`config.mk`:
```
export PLATFORM = sky130hd
export DESIGN_NAME = ultrasonic_echo_ranger_flat
export DESIGN_NICKNAME = d
export VERILOG_FILES = /design/src/rtl/uer_pkg.sv /design/src/rtl/uer_sample_if.sv /design/src/rtl/uer_result_if.sv /design/src/rtl/uer_cfg_regs.sv /design/src/rtl/uer_sequencer.sv /design/src/rtl/uer_distance.sv /design/src/rtl/ultrasonic_echo_ranger.sv /design/src/flat_wrapper.sv
export SDC_FILE = /design/constraint.sdc
export NUM_CORES = 1
export LEC_CHECK = 0
export ABC_AREA = 1
export BUFFER_PORTS_ARGS = -buffer_cell sky130_fd_sc_hd__buf_2
export CAP_MARGIN = 20
export CORE_UTILIZATION = 40
export CTS_CLUSTER_DIAMETER = 100
export DETAILED_ROUTE_END_ITERATION = 6
export GPL_ROUTABILITY_DRIVEN = 0
export PLACE_DENSITY = 0.57
export SLEW_MARGIN = 20
export SYNTH_ARGS = -nofsm -noshare
export SYNTH_HDL_FRONTEND = slang
export SYNTH_SLANG_ARGS = --single-unit
```
`constraint.sdc`:
```
create_clock -name clk -period 6.9 [get_ports clk]
set_clock_uncertainty 0.1 [all_clocks]
set_input_delay 0.345 -clock clk [delete_from_list [all_inputs] [get_ports clk]]
set_output_delay 0.345 -clock clk [all_outputs]
set_load 0.01 [all_outputs]
```
`src/rtl/uer_pkg.sv`:
```
package uer_pkg;

    // Field and register widths.
    localparam int unsigned PERIOD_W    = 24;
    localparam int unsigned TRIG_W      = 8;
    localparam int unsigned WIDTH_W     = 20;
    localparam int unsigned RANGE_W     = 16;
    localparam int unsigned STATUS_W    = 2;
    localparam int unsigned CFG_INDEX_W = 3;
    localparam int unsigned CFG_DATA_W  = 24;

    // Register reset values.
    localparam logic                 ENABLE_RST    = 1'b1;
    localparam logic [PERIOD_W-1:0]  PERIOD_RST    = 24'd500000;
    localparam logic [TRIG_W-1:0]    TRIGGER_RST   = 8'd10;
    localparam logic [WIDTH_W-1:0]   TIMEOUT_RST   = 20'd100000;
    localparam logic [RANGE_W-1:0]   MIN_RANGE_RST = 16'd20;
    localparam logic [RANGE_W-1:0]   MAX_RANGE_RST = 16'd4000;

    // Distance is floor(width * 343 / 2000). The product is first divided by 16
    // with a shift, then by 125 through a multiply by ceil(2^32 / 125) and a
    // shift by 32, which is exact for every quotient input below 2^25.
    localparam int unsigned SPEED_NUM   = 343;
    localparam int unsigned PROD_W      = 29;
    localparam int unsigned PRE_SHIFT   = 4;
    localparam int unsigned SCALED_W    = PROD_W - PRE_SHIFT;
    localparam int unsigned RECIP_W     = 26;
    localparam int unsigned RECIP_SHIFT = 32;
    localparam int unsigned FULL_W      = SCALED_W + RECIP_W;
    localparam int unsigned QUOT_W      = 18;
    localparam logic [RECIP_W-1:0] RECIP_MUL = 26'd34359739;

    typedef enum logic [CFG_INDEX_W-1:0] {
        REG_ENABLE    = 3'd0,
        REG_PERIOD    = 3'd1,
        REG_TRIGGER   = 3'd2,
        REG_TIMEOUT   = 3'd3,
        REG_MIN_RANGE = 3'd4,
        REG_MAX_RANGE = 3'd5
    } reg_index_t;

    typedef enum logic [STATUS_W-1:0] {
        STATUS_OK       = 2'd0,
        STATUS_NO_RISE  = 2'd1,
        STATUS_TOO_LONG = 2'd2,
        STATUS_RANGE    = 2'd3
    } status_t;

    typedef enum logic [3:0] {
        PH_IDLE = 4'b0001,
        PH_TRIG = 4'b0010,
        PH_WAIT = 4'b0100,
        PH_MEAS = 4'b1000
    } phase_t;

    typedef struct packed {
        logic                enable;
        logic [PERIOD_W-1:0] period_ticks;
        logic [TRIG_W-1:0]   trigger_ticks;
        logic [WIDTH_W-1:0]  timeout_ticks;
        logic [RANGE_W-1:0]  min_range_mm;
        logic [RANGE_W-1:0]  max_range_mm;
    } cfg_t;

    typedef struct packed {
        logic echo_level;
    } sample_t;

    // Result of the sequencer before the distance is worked out.
    typedef struct packed {
        logic                trig_level;
        logic                result_valid;
        logic [STATUS_W-1:0] status;
        logic [WIDTH_W-1:0]  echo_width;
    } raw_t;

    typedef struct packed {
        logic                trig_level;
        logic                result_valid;
        logic [STATUS_W-1:0] status;
        logic [RANGE_W-1:0]  distance_mm;
        logic [WIDTH_W-1:0]  echo_width;
    } result_t;

endpackage

```
`src/rtl/uer_sample_if.sv`:
```
interface uer_sample_if;
    logic             valid;
    logic             ready;
    uer_pkg::sample_t data;

    modport source (output valid, output data, input ready);
    modport sink (input valid, input data, output ready);
endinterface

```
`src/rtl/uer_result_if.sv`:
```
interface uer_result_if;
    logic             valid;
    logic             ready;
    uer_pkg::result_t data;

    modport source (output valid, output data, input ready);
    modport sink (input valid, input data, output ready);
endinterface

```
`src/rtl/uer_cfg_regs.sv`:
```
module uer_cfg_regs (
    input  logic                               clk,
    input  logic                               rst_n,
    input  logic                               cfg_wr_en,
    input  logic [uer_pkg::CFG_INDEX_W-1:0]    cfg_index,
    input  logic [uer_pkg::CFG_DATA_W-1:0]     cfg_data,
    output uer_pkg::cfg_t                      cfg
);
    import uer_pkg::*;

    cfg_t cfg_reg;
    cfg_t cfg_next;

    always_comb
    begin
        cfg_next = cfg_reg;
        if (cfg_wr_en)
        begin
            unique case (reg_index_t'(cfg_index))
                REG_ENABLE:    cfg_next.enable        = cfg_data[0];
                REG_PERIOD:    cfg_next.period_ticks  = cfg_data[PERIOD_W-1:0];
                REG_TRIGGER:   cfg_next.trigger_ticks = cfg_data[TRIG_W-1:0];
                REG_TIMEOUT:   cfg_next.timeout_ticks = cfg_data[WIDTH_W-1:0];
                REG_MIN_RANGE: cfg_next.min_range_mm  = cfg_data[RANGE_W-1:0];
                REG_MAX_RANGE: cfg_next.max_range_mm  = cfg_data[RANGE_W-1:0];
                default:       cfg_next = cfg_reg;
            endcase
        end
    end

    always_ff @(posedge clk or negedge rst_n)
    begin
        if (!rst_n)
        begin
            cfg_reg.enable        <= ENABLE_RST;
            cfg_reg.period_ticks  <= PERIOD_RST;
            cfg_reg.trigger_ticks <= TRIGGER_RST;
            cfg_reg.timeout_ticks <= TIMEOUT_RST;
            cfg_reg.min_range_mm  <= MIN_RANGE_RST;
            cfg_reg.max_range_mm  <= MAX_RANGE_RST;
        end
        else
        begin
            cfg_reg <= cfg_next;
        end
    end

    assign cfg = cfg_reg;

endmodule

```
`src/rtl/uer_sequencer.sv`:
```
module uer_sequencer (
    input  logic          clk,
    input  logic          rst_n,
    input  uer_pkg::cfg_t cfg,
    uer_sample_if.sink    sample,
    output uer_pkg::raw_t raw,
    output logic          raw_valid,
    input  logic          raw_ready
);
    import uer_pkg::*;

    phase_t               phase_reg;
    phase_t               phase_next;
    logic [PERIOD_W-1:0]  period_count_reg;
    logic [PERIOD_W-1:0]  period_count_next;
    logic [WIDTH_W-1:0]   phase_count_reg;
    logic [WIDTH_W-1:0]   phase_count_next;
    raw_t                 raw_reg;
    raw_t                 raw_next;
    logic                 raw_valid_reg;

    logic [PERIOD_W:0]    period_sum;
    logic [WIDTH_W-1:0]   phase_count_inc;
    logic [WIDTH_W-1:0]   trigger_len;
    logic                 accept;

    // The sequencer moves one tick per transfer; the raw register frees up
    // whenever the distance pipeline takes its content.
    assign sample.ready    = !raw_valid_reg || raw_ready;
    assign accept          = sample.valid && sample.ready;
    assign period_sum      = {1'b0, period_count_reg} + (PERIOD_W + 1)'(1);
    assign phase_count_inc = phase_count_reg + WIDTH_W'(1);
    assign trigger_len     = {{(WIDTH_W - TRIG_W){1'b0}}, cfg.trigger_ticks};

    always_comb
    begin
        phase_next        = phase_reg;
        period_count_next = period_count_reg;
        phase_count_next  = phase_count_reg;
        raw_next          = '0;
        raw_next.status   = STATUS_OK;

        if (!cfg.enable)
        begin
            phase_next        = PH_IDLE;
            period_count_next = '0;
            phase_count_next  = '0;
        end
        else
        begin
            if (period_sum >= {1'b0, cfg.period_ticks})
            begin
                period_count_next = '0;
            end
            else
            begin
                period_count_next = period_sum[PERIOD_W-1:0];
            end

            unique case (phase_reg)
                PH_IDLE:
                begin
                    if (period_count_reg == '0)
                    begin
                        phase_next          = PH_TRIG;
                        phase_count_next    = WIDTH_W'(1);
                        raw_next.trig_level = 1'b1;
                    end
                end
                PH_TRIG:
                begin
                    if (phase_count_reg < trigger_len)
                    begin
                        phase_count_next    = phase_count_inc;
                        raw_next.trig_level = 1'b1;
                    end
                    else
                    begin
                        phase_next       = PH_WAIT;
                        phase_count_next = '0;
                    end
                end
                PH_WAIT:
                begin
                    if (sample.data.echo_level)
                    begin
                        phase_next       = PH_MEAS;
                        phase_count_next = WIDTH_W'(1);
                    end
                    else if (phase_count_reg >= cfg.timeout_ticks)
                    begin
                        raw_next.result_valid = 1'b1;
                        raw_next.status       = STATUS_NO_RISE;
                        phase_next            = PH_IDLE;
                        phase_count_next      = '0;
                    end
                    else
                    begin
                        phase_count_next = phase_count_inc;
                    end
                end
                PH_MEAS:
                begin
                    if (sample.data.echo_level)
                    begin
                        if (phase_count_reg >= cfg.timeout_ticks)
                        begin
                            raw_next.result_valid = 1'b1;
                            raw_next.status       = STATUS_TOO_LONG;
                            raw_next.echo_width   = phase_count_reg;
                            phase_next            = PH_IDLE;
                            phase_count_next      = '0;
                        end
                        else
                        begin
                            phase_count_next = phase_count_inc;
                        end
                    end
                    else
                    begin
                        // Falling edge: the range check happens downstream.
                        raw_next.result_valid = 1'b1;
                        raw_next.status       = STATUS_OK;
                        raw_next.echo_width   = phase_count_reg;
                        phase_next            = PH_IDLE;
                        phase_count_next      = '0;
                    end
                end
                default:
                begin
                    phase_next       = PH_IDLE;
                    phase_count_next = '0;
                end
            endcase
        end
    end

    always_ff @(posedge clk or negedge rst_n)
    begin
        if (!rst_n)
        begin
            phase_reg        <= PH_IDLE;
            period_count_reg <= '0;
            phase_count_reg  <= '0;
            raw_valid_reg    <= 1'b0;
        end
        else
        begin
            if (accept)
            begin
                phase_reg        <= phase_next;
                period_count_reg <= period_count_next;
                phase_count_reg  <= phase_count_next;
                raw_valid_reg    <= 1'b1;
            end
            else if (raw_ready)
            begin
                raw_valid_reg <= 1'b0;
            end
        end
    end

    always_ff @(posedge clk)
    begin
        if (accept)
        begin
            raw_reg <= raw_next;
        end
    end

    assign raw       = raw_reg;
    assign raw_valid = raw_valid_reg;

endmodule

```
`src/rtl/uer_distance.sv`:
```
module uer_distance (
    input  logic          clk,
    input  logic          rst_n,
    input  uer_pkg::cfg_t cfg,
    input  uer_pkg::raw_t raw,
    input  logic          raw_valid,
    output logic          raw_ready,
    uer_result_if.source  result
);
    import uer_pkg::*;

    // Stage A: echo width times 343.
    logic                a_valid_reg;
    raw_t                a_raw_reg;
    logic [PROD_W-1:0]   a_prod_reg;
    logic                a_ready;
    logic [PROD_W-1:0]   a_prod_next;

    // Stage B: quotient by 2000.
    logic                b_valid_reg;
    raw_t                b_raw_reg;
    logic [QUOT_W-1:0]   b_quot_reg;
    logic                b_ready;
    logic [FULL_W-1:0]   recip_prod;

    // Output stage.
    logic                out_valid_reg;
    result_t             out_reg;
    result_t             out_next;
    logic                out_ready;
    logic                measured;

    assign out_ready = !out_valid_reg || result.ready;
    assign b_ready   = !b_valid_reg || out_ready;
    assign a_ready   = !a_valid_reg || b_ready;
    assign raw_ready = a_ready;

    assign a_prod_next = PROD_W'(raw.echo_width) * PROD_W'(SPEED_NUM);
    assign recip_prod  = FULL_W'(a_prod_reg[PROD_W-1:PRE_SHIFT]) * FULL_W'(RECIP_MUL);

    assign measured = b_raw_reg.result_valid && (b_raw_reg.status == STATUS_OK);

    always_comb
    begin
        out_next.trig_level   = b_raw_reg.trig_level;
        out_next.result_valid = b_raw_reg.result_valid;
        out_next.echo_width   = b_raw_reg.echo_width;
        out_next.status       = b_raw_reg.status;
        out_next.distance_mm  = '0;
        if (measured)
        begin
            if (b_quot_reg > QUOT_W'({RANGE_W{1'b1}}))
            begin
                out_next.distance_mm = {RANGE_W{1'b1}};
            end
            else
            begin
                out_next.distance_mm = b_quot_reg[RANGE_W-1:0];
            end
            // The range check looks at the quotient before saturation.
            if ((b_quot_reg > QUOT_W'(cfg.max_range_mm)) ||
                (b_quot_reg < QUOT_W'(cfg.min_range_mm)))
            begin
                out_next.status = STATUS_RANGE;
            end
        end
    end

    always_ff @(posedge clk or negedge rst_n)
    begin
        if (!rst_n)
        begin
            a_valid_reg   <= 1'b0;
            b_valid_reg   <= 1'b0;
            out_valid_reg <= 1'b0;
        end
        else
        begin
            if (a_ready)
            begin
                a_valid_reg <= raw_valid;
            end
            if (b_ready)
            begin
                b_valid_reg <= a_valid_reg;
            end
            if (out_ready)
            begin
                out_valid_reg <= b_valid_reg;
            end
        end
    end

    always_ff @(posedge clk)
    begin
        if (a_ready && raw_valid)
        begin
            a_raw_reg  <= raw;
            a_prod_reg <= a_prod_next;
        end
        if (b_ready && a_valid_reg)
        begin
            b_raw_reg  <= a_raw_reg;
            b_quot_reg <= recip_prod[RECIP_SHIFT +: QUOT_W];
        end
        if (out_ready && b_valid_reg)
        begin
            out_reg <= out_next;
        end
    end

    assign result.valid = out_valid_reg;
    assign result.data  = out_reg;

endmodule

```
`src/rtl/ultrasonic_echo_ranger.sv`:
```
// Ultrasonic echo ranger.
// The sample channel carries one sampled echo level per microsecond tick, and
// every sample transfer yields exactly one transfer on the result channel: the
// trigger level to drive after that tick, plus a finished measurement when
// result_valid is set (status, distance in millimetres, echo width in ticks).
// The configuration port is a plain write port; write it only while no sample
// is in flight.
// A result is held in the sequencer register, the multiply by 343, the
// reciprocal multiply by 1/2000 and the output register, in that order, before
// it is offered. Throughput is one sample per cycle while the receiver keeps
// ready high; each pipeline stage holds its own valid bit, so a stalled result
// only stops the stages behind it once they have filled.
// Reset clears the sequencer to idle with the period counter at zero, empties
// the pipeline and loads the default register values, measurements enabled.
// When the receiver holds ready low, the result stays on the port unchanged and
// sample ready drops as soon as every stage in front of it is occupied.
module ultrasonic_echo_ranger (
    input  logic                            clk,
    input  logic                            rst_n,
    input  logic                            cfg_wr_en,
    input  logic [uer_pkg::CFG_INDEX_W-1:0] cfg_index,
    input  logic [uer_pkg::CFG_DATA_W-1:0]  cfg_data,
    uer_sample_if.sink                      sample,
    uer_result_if.source                    result
);
    import uer_pkg::*;

    cfg_t cfg;
    raw_t raw;
    logic raw_valid;
    logic raw_ready;

    uer_cfg_regs u_cfg_regs (
        .clk       (clk),
        .rst_n     (rst_n),
        .cfg_wr_en (cfg_wr_en),
        .cfg_index (cfg_index),
        .cfg_data  (cfg_data),
        .cfg       (cfg)
    );

    uer_sequencer u_sequencer (
        .clk       (clk),
        .rst_n     (rst_n),
        .cfg       (cfg),
        .sample    (sample),
        .raw       (raw),
        .raw_valid (raw_valid),
        .raw_ready (raw_ready)
    );

    uer_distance u_distance (
        .clk       (clk),
        .rst_n     (rst_n),
        .cfg       (cfg),
        .raw       (raw),
        .raw_valid (raw_valid),
        .raw_ready (raw_ready),
        .result    (result)
    );

endmodule

```
`src/flat_wrapper.sv`:
```
// flat-port wrapper written by rule: the top's interface ports become plain ports
module ultrasonic_echo_ranger_flat import uer_pkg::*;
  (clk, rst_n, cfg_wr_en, cfg_index, cfg_data, sample_valid, sample_data, sample_ready, result_valid, result_data, result_ready);
  uer_sample_if sample_i ();
  uer_result_if result_i ();
  input  logic clk;
  input  logic rst_n;
  input  logic cfg_wr_en;
  input  logic [uer_pkg::CFG_INDEX_W-1:0] cfg_index;
  input  logic [uer_pkg::CFG_DATA_W-1:0] cfg_data;
  input wire logic [$bits(sample_i.valid)-1:0] sample_valid;
  input wire logic [$bits(sample_i.data)-1:0] sample_data;
  output wire logic [$bits(sample_i.ready)-1:0] sample_ready;
  output wire logic [$bits(result_i.valid)-1:0] result_valid;
  output wire logic [$bits(result_i.data)-1:0] result_data;
  input wire logic [$bits(result_i.ready)-1:0] result_ready;
  assign sample_i.valid = sample_valid;
  assign sample_i.data = sample_data;
  assign sample_ready = sample_i.ready;
  assign result_valid = result_i.valid;
  assign result_data = result_i.data;
  assign result_i.ready = result_ready;
  ultrasonic_echo_ranger u_core (.clk(clk), .rst_n(rst_n), .cfg_wr_en(cfg_wr_en), .cfg_index(cfg_index), .cfg_data(cfg_data), .sample(sample_i), .result(result_i));
endmodule
```
==> run metrics <==
status=finished clean; synth unique cells=56; Layout area overhead=10.4%; CP Capture Type=flip-flop; top_reg_cell synth=edfxtp_1; WL met2=33.9 mm; Startpoint Class=flip-flop; clk buf depth=3; global route total overflow=0; antenna violations before repair=0; die height=270 µm; number of remaining DRC errors=0; adder-cell share of the synthesized area=0.370; leading area contributor after synthesis=fa_1; total CTS buffers=slightly above 40; Slew @ Worst Pin=roughly 0.98 ns; met3 WL=3.44 mm; R2R cell count=19; Critical Path Source=u_core.u_distance.a_prod_reg[27]; Die X=about 270 µm; site row count=98; I/O pins=75; # diodes=0; fin crit period=6.43 ns; worst min path class=primary input to flip-flop; Detail Placement HPWL=59.6 mm; normalized max-slew margin=0.349; H-tree depth=2; Async SR Flop Fraction=0.469; flop2flop setup slack=0.47 ns; CP Data Arrival Time=6.65 ns; Top Metal Used=met4; CP Class=flip-flop to flip-flop; Max Freq=156 MHz; die area=73100 µm²; first-pass GRT wire length=120 mm; synth warn=0; clk root buf=clkbuf_16; post-synthesis register bit count=approximately 300; Synth Area in Compound Gates=0.0658; vias per cell=4.88; largest net degree at the start of global routing=77; largest fanout on the critical path=8; drt wl/cell=17.0 µm; Final TNS setup=0 ns; GRT Total Usage=0.209; CTS resizes=0; Avg Cell Area, Syn=8.90 µm²; antenna viol nets, final=0; clock-pin transition on the worst setup and hold timing paths=0.06 ns; combinational family with the most area after synthesis=adder cells; FF-to-FF End=u_core.u_distance.b_quot_reg[16]; Pre-Repair DR Iteration Count=5; DR vias=21.1k; post-synthesis net count=3960; Final setup viols=0; # fillers=7072; RSZ-0062 raised after global routing=false; CTS tree=yes; mux share of post-synthesis cell area=0; Post-Synth XOR/XNOR Area=0.0149; Tcrit/Tclk final=0.932; Met1 Wirelength=34.4 mm; area share of the largest cell type after synthesis=0.190; final net count=4059; CP endpoint=u_core.u_distance.b_quot_reg[16]; final WL=73.6 mm; worst skew pair latency=0.57 ns; Max-cap violations=0; most frequent cells in the layout=inv_1 (754), nand2_1 (541), ha_1 (416), fa_1 (273), nor2_1 (225); Hold Vio Cnt, Final=0; Initial Util=0.404; worst r2r src=u_core.u_distance.a_prod_reg[27]; Post-Synth Simple-Gate Area=0.158; WP data required=7.12 ns; Synth area leaders=fa_1 (19%), ha_1 (18%), edfxtp_1 (16%); number of global-route vias before repair=22.0k; commonest non-fill, non-tap cell in the layout=inv_1; Gate Count Post-Synth=3238; share of layout cells above drive strength 1=0.0706; number of enable flip-flop cells after synthesis=155; Mapped Area=28800 µm²; Sink Count=292; max reg flops=85; share of the yosys chip area belonging to registers=0.281; core area=71400 µm²; Starting DRT DRC Count=between 1k and 1.5k; Max Slew Vio Count=0; Port Buffers=74
==> metal layers <==
layer / vias to the layer above / track usage
li1: 10400 / -
met1: 10100 / 0.289
met2: 429 / 0.341
met3: 109 / 0.0274
met4: 0 / 0.0604
met5: - / 0
==> critical path: stages (launching register included) <==
cell and delay (ns):
edfxtp_1 0.54, fa_1 0.56, inv_1 0.05, fa_1 0.49, fa_1 0.57, inv_1 0.06
fa_1 0.52, fa_1 0.54, inv_1 0.06, fa_1 0.51, fa_1 0.55, inv_1 0.05
ha_1 0.31, a21oi_1 0.17, a21boi_0 0.41, o21ai_0 0.20, o21ai_0 0.28, nand3_1 0.11
nand2_1 0.08, nand2_1 0.06
==> stage by stage <==
step / hold slack (ns) / area (µm²) / cells / util / setup WS, ns
global placement: 0.301 / 30200 / 4231 / 0.424 / 0.484
CTS: 0.00328 / 31800 / 4320 / 0.446 / 0.420
floorplan: -0.0506 / 28800 / 3238 / - / 1.10
finish: 0.0349 / 31800 / 4320 / 0.446 / 0.471
global route: 0.0382 / 31800 / 4320 / 0.446 / 0.102
detailed placement: 0.305 / 30200 / 4231 / 0.424 / 0.405
==> synthesized netlist by cell type, drive strengths merged, types with 12 or more instances <==
| library cell | n |
|---|---|
| a21o | 12 |
| o21ai | 162 |
| dfstp | 25 |
| dfrtp | 112 |
| ha | 416 |
| fa | 273 |
| nand3 | 124 |
| nor2 | 235 |
| nor3 | 51 |
| clkbuf | 25 |
| edfxtp | 155 |
| xor2 | 37 |
| nand4 | 64 |
| buf | 17 |
| nand2 | 553 |
| xnor2 | 12 |
| a21oi | 136 |
| inv | 769 |
==> cells by family after synthesis <==
kind of cell	Yosys count
AOI/OAI and AO/OA	347
xor gates and xnor gates	49
adders and majority gates	689
buffers and inverters	812
DFF	292
and+or+nand+nor	1049
==> how the worst min path moves through the flow <==
stage	start	to	slack, ns	depth (start not counted)
after floorplan	rst_n	u_core.u_cfg_regs.cfg[0]	-0.05	0
after global placement	u_core.u_distance.a_raw_reg[4]	u_core.u_distance.b_raw_reg[4]	0.30	0
after detailed placement	u_core.u_distance.b_raw_reg[15]	u_core.u_distance.result.data[15]	0.30	0
after CTS	cfg_index[1]	u_core.u_cfg_regs.cfg[84]	0.003	4
after global routing	cfg_data[1]	u_core.u_cfg_regs.cfg[53]	0.04	3
final	cfg_data[1]	u_core.u_cfg_regs.cfg[53]	0.03	3
==> layout make-up <==
| class | count | area [µm²] | share of cell area |
|---|---|---|---|
| multi-input combinational | 2134 | 17600 | 0.552 |
| sequential | 292 | 8110 | 0.255 |
| inverter | 769 | 2890 | 0.0910 |
| clock buffer | 56 | 1210 | 0.0380 |
| tap | 950 | 1190 | 0.0374 |
| timing repair buffer | 99 | 597 | 0.0188 |
| clock inverter | 20 | 241 | 0.00759 |
==> timing repair <==
item | 4_1_cts | 5_1_grt
endpoints found under the setup margin | 0 | 0
endpoints found under the hold margin | 72 | 0
setup buffers | 0 | 0
hold buffers | 13 | 0
Power is left out: the tool's default activity adds up to more than one toggle a clock period on the data nets, which glitch-free logic cannot reach.
